--- src/rtl/core/hts_pkg.sv ---
`timescale 1ns / 1ps

package hts_pkg;

   localparam int CMD_W     = 2;
   localparam int TID_W     = 32;
   localparam int STATUS_W  = 3;
   localparam int SLOT_W    = 14;
   // group index is taken from the identifier without its lowest bit
   localparam int HASH_BITS = TID_W - 1;

   typedef logic [CMD_W-1:0]    cmd_type;
   typedef logic [STATUS_W-1:0] status_type;

   localparam cmd_type CMD_LOOKUP  = 2'd0;
   localparam cmd_type CMD_ALLOC   = 2'd1;
   localparam cmd_type CMD_RELEASE = 2'd2;

   localparam status_type STAT_FOUND     = 3'd0;
   localparam status_type STAT_ALLOC     = 3'd1;
   localparam status_type STAT_RELEASED  = 3'd2;
   localparam status_type STAT_NOT_FOUND = 3'd3;
   localparam status_type STAT_FULL      = 3'd4;

endpackage

--- src/rtl/core/hts_group_hash.sv ---
`timescale 1ns / 1ps

// reduction of the shifted identifier modulo the group count by reciprocal multiplication
// pipeline: operand register, multiply, quotient times group count, subtract
module hts_group_hash #(
   parameter int GROUP_COUNT = 128,
   localparam int GW = $clog2(GROUP_COUNT)
) (
   input  logic                          clock,
   input  logic                          reset,
   input  logic                          start,
   input  logic [hts_pkg::HASH_BITS-1:0] value,
   output logic                          done,
   output logic [GW-1:0]                 group
);
   import hts_pkg::*;

   // product width and quotient width
   localparam int PW = 2 * HASH_BITS + 1;
   localparam int QW = PW - HASH_BITS - GW;
   // floor(2^(HASH_BITS+GW) / GROUP_COUNT) + 1, exact for every HASH_BITS-bit operand
   localparam longint unsigned MAGIC_WIDE =
      ((64'd1 << (HASH_BITS + GW)) / 64'(GROUP_COUNT)) + 64'd1;
   localparam logic [HASH_BITS:0] MAGIC = (HASH_BITS + 1)'(MAGIC_WIDE);

   logic [3:0]           vld_ff;
   logic [HASH_BITS-1:0] val_ff;
   logic [PW-1:0]        prod_ff;
   logic [HASH_BITS-1:0] qg_ff;
   logic [GW-1:0]        rem_ff;
   logic [QW-1:0]        quot;
   logic [HASH_BITS-1:0] diff;

   assign quot = prod_ff[PW-1:HASH_BITS+GW];
   assign diff = val_ff - qg_ff;

   always_ff @(posedge clock) begin
      if (reset) begin
         vld_ff <= '0;
      end else begin
         vld_ff <= {vld_ff[2:0], start};
      end
   end

   always_ff @(posedge clock) begin
      if (start) begin
         val_ff <= value;
      end
      if (vld_ff[0]) begin
         prod_ff <= PW'(val_ff) * PW'(MAGIC);
      end
      if (vld_ff[1]) begin
         qg_ff <= HASH_BITS'(quot) * HASH_BITS'(GROUP_COUNT);
      end
      if (vld_ff[2]) begin
         // remainder is below the group count
         rem_ff <= diff[GW-1:0];
      end
   end

   assign done  = vld_ff[3];
   assign group = rem_ff;

endmodule

--- config.mk ---
export PLATFORM = sky130hd
export DESIGN_NAME = hts_group_hash
export DESIGN_NICKNAME = d
export VERILOG_FILES = /design/src/rtl/core/hts_pkg.sv /design/src/rtl/core/hts_group_hash.sv
export SDC_FILE = /design/constraint.sdc
export NUM_CORES = 1
export LEC_CHECK = 0
export ABC_AREA = 1
export BUFFER_PORTS_ARGS = -buffer_cell sky130_fd_sc_hd__buf_2
export CAP_MARGIN = 20
export CORE_MARGIN = 3
export CORE_UTILIZATION = 39
export CTS_CLUSTER_SIZE = 25
export DETAILED_ROUTE_END_ITERATION = 12
export PLACE_DENSITY = 0.85
export SYNTH_ARGS = -nofsm -noshare
export SYNTH_HDL_FRONTEND = slang
export SYNTH_SLANG_ARGS = --single-unit
--- constraint.sdc ---
create_clock -name clock -period 1.6 [get_ports clock]
set_input_delay 0.24 -clock clock [delete_from_list [all_inputs] [get_ports clock]]
set_output_delay 0.24 -clock clock [all_outputs]
set_load 0.05 [all_outputs]
==> results summary, run 1 <==
The flow ran to the end, and the final reports show no timing, DRC or antenna violations. Yosys printed 0 warnings. The maximum clock skew at final layout came out at around 0.0048 ns.

The delay of the slowest cell on the worst path came out at between 0.3 and 0.4 ns. The clock passes through at most 2 buffers. The depth of the worst register-to-register path is 0. The number of maximum-capacitance violations came out at 0. Ranked by total cell area, the synthesized netlist is headed by sky130_fd_sc_hd__edfxtp_1, sky130_fd_sc_hd__dfxtp_1, sky130_fd_sc_hd__inv_1, sky130_fd_sc_hd__nor2_1.

For this run, the number of standard cells in the final layout without fillers is 61. The critical path's top delay family is flip-flops. The initial utilization of the core area, before any placement, comes to 0.447. The worst hold path belongs to the class input port to register. The overall routed net length is 635 um. Setup repair after global routing left no endpoint under its margin. Yosys mapped a number of flops with a built-in enable equal to 14. The kind of end point of the critical path is an output pin.

The share of the cycle needed by the critical path after routing is 0.703. TritonCTS built the clock tree. The worst-case IR drop observed on VDD is 0.543 mV. The post-CTS setup buffer count is 0. The number of antenna violations at the first check in global routing is 0. The share of the yosys chip area belonging to registers is 0.943. The cell count after placement came out at 57. The worst slew margin relative to its limit is 0.801. The hold-critical path depth came out at 1. The die height is ~43 um. The predominant post-synthesis flop cell is sky130_fd_sc_hd__edfxtp_1. The final-report max-slew violation count is 0.

Of all cell types, the one taking the most synthesized area is sky130_fd_sc_hd__edfxtp_1. The post-synthesis instance total came out at 26. The via density per instance is around 4.3. The total of hold buffers inserted after clock tree synthesis is 0. The logic depth of the worst setup path including buffers is 1. CTS placed an instance of sky130_fd_sc_hd__clkbuf_4 at the clock tree root. The data required time at the worst endpoint came out at ~1.4 ns.

The post-synthesis cell type count is 4. For this design the ratio of total power to cell area is about 1200 mW/mm2. OpenSTA, run right after detailed placement, puts the worst setup slack at 0.781 ns. The number of inserted diodes is 0. The register-to-register setup slack came out at ~0.79 ns. The post-synthesis to final-layout area growth came out at 24.3%. The final total negative setup slack is 0 ns. The startpoint identified for the worst register-to-register timing path is vld_ff[2]. The detailed-route wire length per cell is roughly 10 um.

For this run, the total global-route usage over all layers was measured as 0.0873. The capture endpoint of the worst hold path is val_ff[3]. The number of routed nets with antenna violations came out at 0. The final layout contains 82 nets. The number of buffers added by the clock tree synthesis step came out at 3. The final RePlAce weighted congestion came out at about 0.61. In this run the most critical hold path is launched from value[3]. The via count of the routed design is around 260. The overall power of the completed layout came out at between 0.7 and 0.8 mW. The number of rows in the core area is 12. The worst path in the final design needs a cycle of roughly 1.1 ns, including I/O delays and setup. The final hold violation count came out at 0. The leakage dissipation is between 0.2 and 0.3 nW. The full die area is approximately 0.0018 mm2. The first-pass GRT wire length came out at about 1.1 mm. The startpoint class of the critical path is a register.

The share of layout cells above drive strength 1 is 0.426. Gates resized during post-CTS repair numbered 0. The endpoint of the worst-slack reg-to-reg timing path is group[6]. After synthesis the cells add up to between 500 and 600 um2. The number of DRC violations after detailed-routing iteration 0 came out at 2. For the worst-skew pair, the clock arrives at the later sink with an insertion delay of about 0.29 ns.

The total congestion overflow came out at 0. The H-tree level count came out at 1. The number of nets in the synthesized netlist is 60. Derived from the worst setup path, the maximum achievable clock frequency is just under 900 MHz. In the post-synthesis netlist, the cell with the most instances is sky130_fd_sc_hd__edfxtp_1.

The via count of the first global-routing pass came out at between 200 and 250. The final-report setup violation count came out at 0. The CTS sink count is 18. For this run, asynchronously set or reset flops after synthesis account for 0. For the pin with the worst max-slew slack, the measured transition is ~0.30 ns. Sorting the synthesized cells by how often they occur yields sky130_fd_sc_hd__edfxtp_1, sky130_fd_sc_hd__dfxtp_1, sky130_fd_sc_hd__inv_1, sky130_fd_sc_hd__nor2_1. The core region is between 0.001 and 0.0015 mm2. The first-pass detailed-route iteration total came out at 2. In this run the worst path has a maximum fanout of 1. The worst-path cell with the longest stage delay is sky130_fd_sc_hd__edfxtp_1.

The register bit total from synthesis is 18. The number of buffer cells added on primary ports is 17. For the worst setup path, the data arrival time is 0.88 ns. The maximum number of pins on one net before global-route repair is 11. Clock-pin slew was measured on the worst setup and hold paths at 0.09 ns. The post-synthesis average cell area came out at 20.4 um2. After detailed routing, the number of remaining DRC violations is 0. The sum of buffers and inverters on the critical path is 1.

The post-route worst setup slack came out at about 0.48 ns. The area share of the largest cell type after synthesis is 0.792. The worst hold margin came out at 0.121 ns. The critical path is of the register to output pin type. The overall die width is ~43 um. The I/O pin count came out at 42.

The critical path goes through buf_2.
==> stage by stage <==
step | util | cell area [um2]
after floorplan | - | 531
after global placement | 0.534 | 633
after detailed placement | 0.534 | 633
after CTS | 0.556 | 659
after global routing | 0.556 | 659
final | 0.556 | 659
==> layer usage <==
layer | GRT usage | vias to the layer above | share of wire
met2 | 0.120 | 19 | 0.47
met5 | 0 | - | 0
met4 | 0.0745 | 0 | 0.025
met3 | 0.0551 | 2 | 0.16
li1 | - | 131 | -
met1 | 0.0914 | 109 | 0.34
==> how the worst max path moves through the flow <==
stage                    from        to  slack (ns)
finish               group[1]  group[1]        0.48
global route         group[4]  group[4]        0.43
CTS                  group[1]  group[1]        0.45
detailed placement   group[1]  group[1]        0.78
global placement    vld_ff[2]  group[0]        0.81
floorplan            group[0]  group[0]        0.76
==> final cells by class <==
type	instances	area, um2
Clock buffer	4	26.3
Inverter	4	15.0
Multi-Input combinational cell	4	15.0
Timing Repair Buffer	17	85.1
Sequential cell	18	500
Tap cell	14	17.5
Fill cell	96	527
==> registers in the layout, summed over array words and instances (netlist names) <==
register	flops
group	7
val_ff	7
vld_ff	4
==> cell usage in the layout (no fill, tap or decap) <==
cell type                  netlist  layout
sky130_fd_sc_hd__buf_2           0      17
sky130_fd_sc_hd__clkbuf_1        0       1
sky130_fd_sc_hd__clkbuf_4        0       3
sky130_fd_sc_hd__dfxtp_1         4       4
sky130_fd_sc_hd__edfxtp_1       14      14
sky130_fd_sc_hd__inv_1           4       4
sky130_fd_sc_hd__nor2_1          4       4
==> where the power goes <==
part           internal, mW  switching [mW]
Sequential            0.528         0.00699
Clock                0.0970           0.124
Combinational        0.0113          0.0223
Total                 0.636           0.154
==> cells by family (layout without fill, tap and decap cells) <==
group         after synthesis  after routing  synth area share
buf+inv                     4             25            0.0283
simple gates                4              4            0.0283
flops                      18             18             0.943
(Power assumes the default switching activity.)
==> inputs of run 2 (changes only) <==
- ABC_AREA: 1 -> 0
- CORE_UTILIZATION: 39 -> 32
- PLACE_DENSITY: 0.85 -> 0.75
- clock period: 1.6 -> 1 ns (I/O delays scaled with it)
==> results summary, run 2 <==
The flow ran to the end, and the final reports show no timing, DRC or antenna violations. The via count of the first global-routing pass is 276 (+15%). The worst setup path is launched from a register. The number of inserted diodes came to 0 (unchanged). The final total negative setup slack came out at 0 ns (unchanged). The share of the yosys chip area belonging to registers came out at 0.952 (+0.00898). The critical path's top delay family is flip-flops. The final RePlAce weighted congestion is 0.599 (-2.6%).

The delay of the slowest cell on the worst path is 0.40 ns (+0.02 ns). The number of routed nets with antenna violations is 0 (unchanged). The sum of buffers and inverters on the critical path is 1 (unchanged).

The synthesized net count came out at 56 (-6.7%). The signal arrival time at the worst endpoint is 0.85 ns (-0.03 ns). In the synthesized netlist the dominant register cell turns out to be sky130_fd_sc_hd__edfxtp_1. The die height is 46.5 um (+8.5%). After synthesis, the most frequently instantiated cells are sky130_fd_sc_hd__edfxtp_1, sky130_fd_sc_hd__dfxtp_1, sky130_fd_sc_hd__nor2b_1. The I/O pin count is 42 (unchanged). The leakage dissipation is 0.273 nW (+2.2%). The full die area came out at 0.00216 mm2 (+18%).

The combinational group share of total power is 0.048 (+0.005). On the critical path, the stage with the largest delay is an instance of sky130_fd_sc_hd__edfxtp_1. The critical path class is register to output pin.

The CTS tree is done. STA classifies the critical path endpoint as an output pin. The post-CTS setup buffer count is 0 (unchanged). The post-synthesis instance total came out at 22 (-15%). Leaving out fill and tap cells, the most frequent cells in the layout are sky130_fd_sc_hd__edfxtp_1, sky130_fd_sc_hd__buf_2, sky130_fd_sc_hd__buf_6, sky130_fd_sc_hd__nor2b_1, sky130_fd_sc_hd__dfxtp_1. The power dissipated by switching net loads is 0.228 mW (+48%). The power per unit of standard cell area is 1760 mW/mm2 (+47%).

The final hold violation count is 0 (unchanged). The first-pass detailed-route iteration total came out at 2 (unchanged). Timing would allow up to approximately 1000 MHz. The path class of the tightest hold or removal check is input port to register. In this run the clock root is driven by a sky130_fd_sc_hd__clkbuf_4. The share of the cycle needed by the critical path after routing came out at 0.995.

The number of enable-type register cells in the synthesized netlist is 14 (unchanged). The register bit total from synthesis is 18 (unchanged). The largest total area in the synthesized netlist belongs to sky130_fd_sc_hd__edfxtp_1. The post-synthesis cell type count is 3 (-1). The library cell used most frequently in the layout, excluding fill and tap cells, is sky130_fd_sc_hd__edfxtp_1. The overall routed net length is 582 um (-8.3%).

The cell count after placement came to 55 (-3.5%). The number of DRC violations after detailed-routing iteration 0 came out at 1 (-1). The core box area came out at 0.00152 mm2 (+28%). The number of warnings issued by yosys came out at 0 (unchanged). Setup repair after global routing could not meet its margin everywhere. The maximum resistive drop on vdd came to 0.879 mV (+62%).

The clock latency on the worst-skew pair came out at 0.27 ns (-0.02 ns). The area share of the largest cell type after synthesis is 0.800 (+0.00755). The final-report setup violation count is 0 (unchanged). The net switching share of the total power was 0.183 (-0.0112).

The H-tree level count came out at 1 (unchanged). The combined global-route utilization of all metal layers is 0.0788 (-0.00855). The overall die width is 46.5 um (+8.5%). The via density per instance was 4.08 (-4.5%).

The maximum number of pins on one net before global-route repair is 11 (unchanged). The async set-reset flop share out of synthesis is 0 (unchanged). The maximum clock skew at final layout came to 0.000502 ns (-0.00428 ns). The number of buffers on the longest clock path came out at 2 (unchanged). The first-pass GRT wire length came out at 1.10 mm (+2.6%). The routed design could run at a clock period as short as 0.995 ns. The area used by sequential logic in the layout came out at 500 um2 (unchanged). The share of layout cells above drive strength 1 came out at 0.465 (+0.0396). The cell internal power dissipation came out at 1.01 mW (+60%).

The number of antenna violations at the first check in global routing is 0 (unchanged). The area growth from synthesis to layout is 34.5%. Yosys attributes the largest share of cell area to sky130_fd_sc_hd__edfxtp_1, sky130_fd_sc_hd__dfxtp_1, sky130_fd_sc_hd__nor2b_1.

The area of the mapped netlist was 526 um2 (-0.94%). The CTS sink count is 18 (unchanged). The number of maximum-capacitance violations is 0 (unchanged). The data required time at the worst endpoint was 0.85 ns (-0.51 ns). The maximum fanout along the worst path came out at 1 (unchanged). The via count of the routed design came out at 241 (-7.7%). The number of rows in the core area came out at 14 (+2). The proportion of power drawn by the clock network was 0.264 (-0.016).

The sequential power share was 0.688 (+0.011). The number of buffers added by the clock tree synthesis step is 3 (unchanged). The DRC violations left is 0 (unchanged).

The total congestion overflow came out at 0 (unchanged). The area used by multi-input combinational logic is 25.0 um2 (+67%). The post-synthesis average cell area is 23.9 um2 (+17%).

The signal on the critical path passes through buf_6. The initial cell density of the core is 0.345 (-0.102). The number of nets in the finished design came to 78 (-4.9%). The clock-pin slew on the worst setup and hold paths is 0.09 ns (about the same).

The worst slew margin relative to its limit came out at 0.808 (+0.00694). The number of filler instances in the final layout came out at 133 (+39%). The most common cell in the synthesized netlist is sky130_fd_sc_hd__edfxtp_1. The pin slew with the least headroom to its limit is 0.288 ns (-0.0104 ns).

The number of buffer cells added on primary ports is 17 (unchanged). The final-report max-slew violation count is 0 (unchanged). The detailed-route wire length per cell came to 9.86 um (-5.2%). The number of cells in the finished layout apart from fillers came to 59 (-3.3%).
-- run 2: final timing paths --
kind,start,endpoint,slack (ns),cells past startpoint
min,value[5],val_ff[5],0.05,1
max reg2reg,vld_ff[2],group[2],0.19,0
min reg2reg,val_ff[5],group[5],0.42,0
max,group[0],group[0],0.005,1
-- run 2: per-stage QoR --
step,setup WS [ns],hold WS [ns],power [mW],util,instance area [um2]
2_1_floorplan,0.244,0.222,0.894,-,526
3_3_place_gp,0.207,0.327,0.923,0.414,631
3_5_place_dp,0.197,0.329,0.926,0.414,631
4_1_cts,-0.0132,0.0299,1.26,0.459,699
5_1_grt,-0.0525,0.0185,1.32,0.464,707
6_report,0.00481,0.0452,1.24,0.464,707
-- run 2: final cells by class --
| cell class | count | share of cell area |
|---|---|---|
| multi-input combinational | 4 | 0.0354 |
| clock inverter | 1 | 0.00531 |
| timing repair buffer | 17 | 0.191 |
| clock buffer | 3 | 0.0319 |
| sequential | 18 | 0.708 |
| tap | 16 | 0.0283 |
-- run 2: kinds of logic (layout without fill, tap and decap cells) --
logic type / count (synthesis) / count (layout) / share of synthesized area
AND/OR/NAND/NOR: 4 / 4 / 0.0476
flip-flops: 18 / 18 / 0.952
buffers and inverters: 0 / 21 / 0
-- run 2: power groups by stage --
stage / clock network (mW) / logic (mW) / registers (mW)
after floorplan: 0 / 0.00368 / 0.890
after global placement: 0 / 0.0524 / 0.870
after detailed placement: 0 / 0.0539 / 0.872
after CTS: 0.349 / 0.0598 / 0.856
after global routing: 0.394 / 0.0634 / 0.861
final: 0.328 / 0.0596 / 0.855
-- run 2: layer usage --
metal  global-route usage  vias to the layer above  share of wire  wire [um]
li1                     -                      122              -          -
met1               0.0800                      103           0.31        180
met2                0.115                       16           0.51        296
met3               0.0313                        0           0.18        105
met4               0.0852                        0              0          0
met5                    0                        -              0          0
-- run 2: timing repair --
item	CTS	global route
endpoints found under the setup margin	8	8
hold buffers	0	0
gates cloned	0	0
resized for setup	14	2
==> inputs of run 3 (changes only) <==
- SETUP_SLACK_MARGIN: default -> 0.5
==> results summary, run 3 (synthesized netlist as in run 2, its figures left out) <==
The die height is 46.5 um (unchanged). The number of filler instances in the final layout came out at 120 (-9.8%). The number of rows in the core area is 14 (unchanged).

The via count of the routed design is 237 (-1.7%). The tree is rooted in a sky130_fd_sc_hd__clkbuf_4. The flow ran to the end, but the final reports show violations. The number of inserted diodes came out at 0 (unchanged).

The sum of buffers and inverters on the critical path is 1 (unchanged). The DRC violations left came to 0 (unchanged). The full die area was 0.00216 mm2 (unchanged). The share of layout cells above drive strength 1 came out at 0.535 (+0.0698). The number of DRC violations after detailed-routing iteration 0 is 0 (-1). For hold timing, the worst endpoint is val_ff[4]. The depth of the worst register-to-register path came out at 0 (unchanged). The CTS tree is done.

The delay of the slowest cell on the worst path came to 0.40 ns (about the same). The worst hold margin is 0.0336 ns (-0.0116 ns). The initial cell density of the core came to 0.345 (unchanged). The I/O pin count came to 42 (unchanged). The fraction of the core area covered by cells at the end of the flow is 0.478 (+0.0140). The highest attainable clock frequency is 999 MHz (-0.54%). The critical path's top delay family is flip-flops. Setup repair after global routing could not meet its margin everywhere. The overall die width came out at 46.5 um (unchanged). The via count of the first global-routing pass came out at 251 (-9.1%). The core box area came out at 0.00152 mm2 (unchanged). The combined global-route utilization of all metal layers came out at 0.0780 (-0.000812). The met3 track demand over resource in global routing is 0.0234 (-0.00781). In the layout the commonest cells are sky130_fd_sc_hd__edfxtp_1, sky130_fd_sc_hd__buf_2, sky130_fd_sc_hd__buf_6, sky130_fd_sc_hd__nor2b_1, sky130_fd_sc_hd__clkbuf_4. The post-synthesis to final-layout area growth came out at 38.6%. The CTS sink count is 18 (unchanged). The number of maximum-capacitance violations came out at 0 (unchanged).

The number of antenna violations at the first check in global routing came out at 0 (unchanged). The final-report setup violation count is 1 (+1). The met1 track demand over resource in global routing came out at 0.0875 (+0.00750). The signal arrival time at the worst endpoint came out at 0.85 ns (about the same).

Among all stages on the critical path, the largest delay is contributed by sky130_fd_sc_hd__edfxtp_1. The final hold violation count is 0 (unchanged). The share of the cycle needed by the critical path after routing is 1.00 (+0.00544). The critical path is of the register to output pin type.

The checks that failed: negative setup slack. The hold-critical path depth came to 1 (unchanged). Traced cell by cell, the critical path runs through buf_6.

The maximum fanout along the worst path is 1 (unchanged). The data required time at the worst endpoint is 0.85 ns (about the same). The final-report max-slew violation count came out at 0 (unchanged).

The worst hold path begins at value[4]. The via density per instance is 4.02 (-1.7%). The overall routed net length is 627 um (+7.7%).

The post-route worst setup slack is -0.000639 ns (-0.00544 ns). The first-pass detailed-route iteration total came out at 1 (-1). The leakage dissipation is 0.281 nW (+3.0%). The number of nets in the finished design came out at 78 (unchanged). The endpoint of the worst-slack reg-to-reg timing path is group[6]. The power per unit of standard cell area is 1840 mW/mm2 (+4.6%). The number of buffers added by the clock tree synthesis step came out at 3 (unchanged). The maximum number of pins on one net before global-route repair is 11 (unchanged). The commonest non-fill, non-tap cell in the layout is sky130_fd_sc_hd__edfxtp_1. The shortest clock period the worst path allows after layout is 1.00 ns (+0.00544 ns). The maximum resistive drop on vdd came out at 0.824 mV (-6.3%). The first-pass GRT wire length is 1.06 mm (-4.4%). The worst slew margin relative to its limit is 0.898 (+0.0907). The min-delay analysis places its worst path in the category input port to register. The kind of end point of the critical path is an output pin. The clock latency on the worst-skew pair came to 0.28 ns (about the same). The overall power of the completed layout is 1.34 mW (+7.7%). The layer flagged by global routing as most heavily used is met4.

The detailed-route wire length per cell was 10.6 um (+7.7%). The number of buffer cells added on primary ports is 17 (unchanged). The startpoint identified for the worst register-to-register timing path is vld_ff[2]. The met2 track demand over resource in global routing came out at 0.102 (-0.0137). The pin slew with the least headroom to its limit came to 0.152 ns (-0.136 ns).

The maximum clock skew at final layout was 0.00228 ns (+0.00178 ns). The total congestion overflow came out at 0 (unchanged). The final RePlAce weighted congestion came out at 0.582 (-2.8%). The register-to-register setup slack came out at 0.32 ns (+0.13 ns). The H-tree level count came out at 1 (unchanged).

The number of routed nets with antenna violations is 0 (unchanged). The total of hold buffers inserted after clock tree synthesis came out at 0 (unchanged). STA classifies the critical path startpoint as a register. The clock-pin slew on the worst setup and hold paths is 0.10 ns (about the same). The number of buffers on the longest clock path came out at 2 (unchanged).
-- run 3: cell count changes in the layout (fill, tap and decap cells not counted) --
| cell | before | now |
|---|---|---|
| sky130_fd_sc_hd__buf_6 | 8 | 7 |
| sky130_fd_sc_hd__buf_8 | 0 | 1 |
| sky130_fd_sc_hd__clkbuf_8 | 0 | 1 |
| sky130_fd_sc_hd__clkinv_1 | 1 | 0 |
| sky130_fd_sc_hd__dfxtp_1 | 4 | 2 |
| sky130_fd_sc_hd__dfxtp_4 | 0 | 2 |
-- run 3: layout make-up --
cell class,instances,area [um2],area share
Clock buffer,4,36.3,0.0498
Sequential cell,18,508,0.698
Timing Repair Buffer,17,139,0.191
Tap cell,16,20.0,0.0275
Multi-Input combinational cell,4,25.0,0.0344
-- run 3: timing repair --
| action | in CTS | in global routing |
|---|---|---|
| buffers inserted | 0 | 0 |
| endpoints found under the setup margin | 25 | 25 |
| resized for setup | 17 | 0 |
-- run 3: worst max-delay path by stage --
stage | start | to | slack (ns) | cells past startpoint
detailed placement | group[4] | group[4] | 0.27 | 1
finish | group[4] | group[4] | -0.0006 | 1
CTS | group[4] | group[4] | -0.02 | 1
global placement | group[5] | group[5] | 0.29 | 1
global route | group[4] | group[4] | -0.05 | 1
floorplan | group[0] | group[0] | 0.25 | 0
-- run 3: metrics by stage --
step           setup WS (ns)  cells   TNS [ns]  cell area (um2)
4_1_cts              -0.0233     59    -0.0588              728
5_1_grt              -0.0524     59     -0.248              728
6_report           -0.000639     59  -0.000639              728
3_3_place_gp           0.293     55          0              638
3_5_place_dp           0.269     55          0              638
2_1_floorplan          0.249     22          0              533
-- run 3: power by group --
part / internal [mW] / total [mW] / switching [mW]
Combinational: 0.0263 / 0.0597 / 0.0334
Clock: 0.221 / 0.427 / 0.206
Sequential: 0.840 / 0.851 / 0.0112
Total: 1.09 / 1.34 / 0.250
-- run 3: layer usage --
layer | routed length, um | up-vias
li1 | - | 121
met1 | 246 | 98
met2 | 292 | 16
met3 | 78 | 2
met4 | 10 | 0
met5 | 0 | -
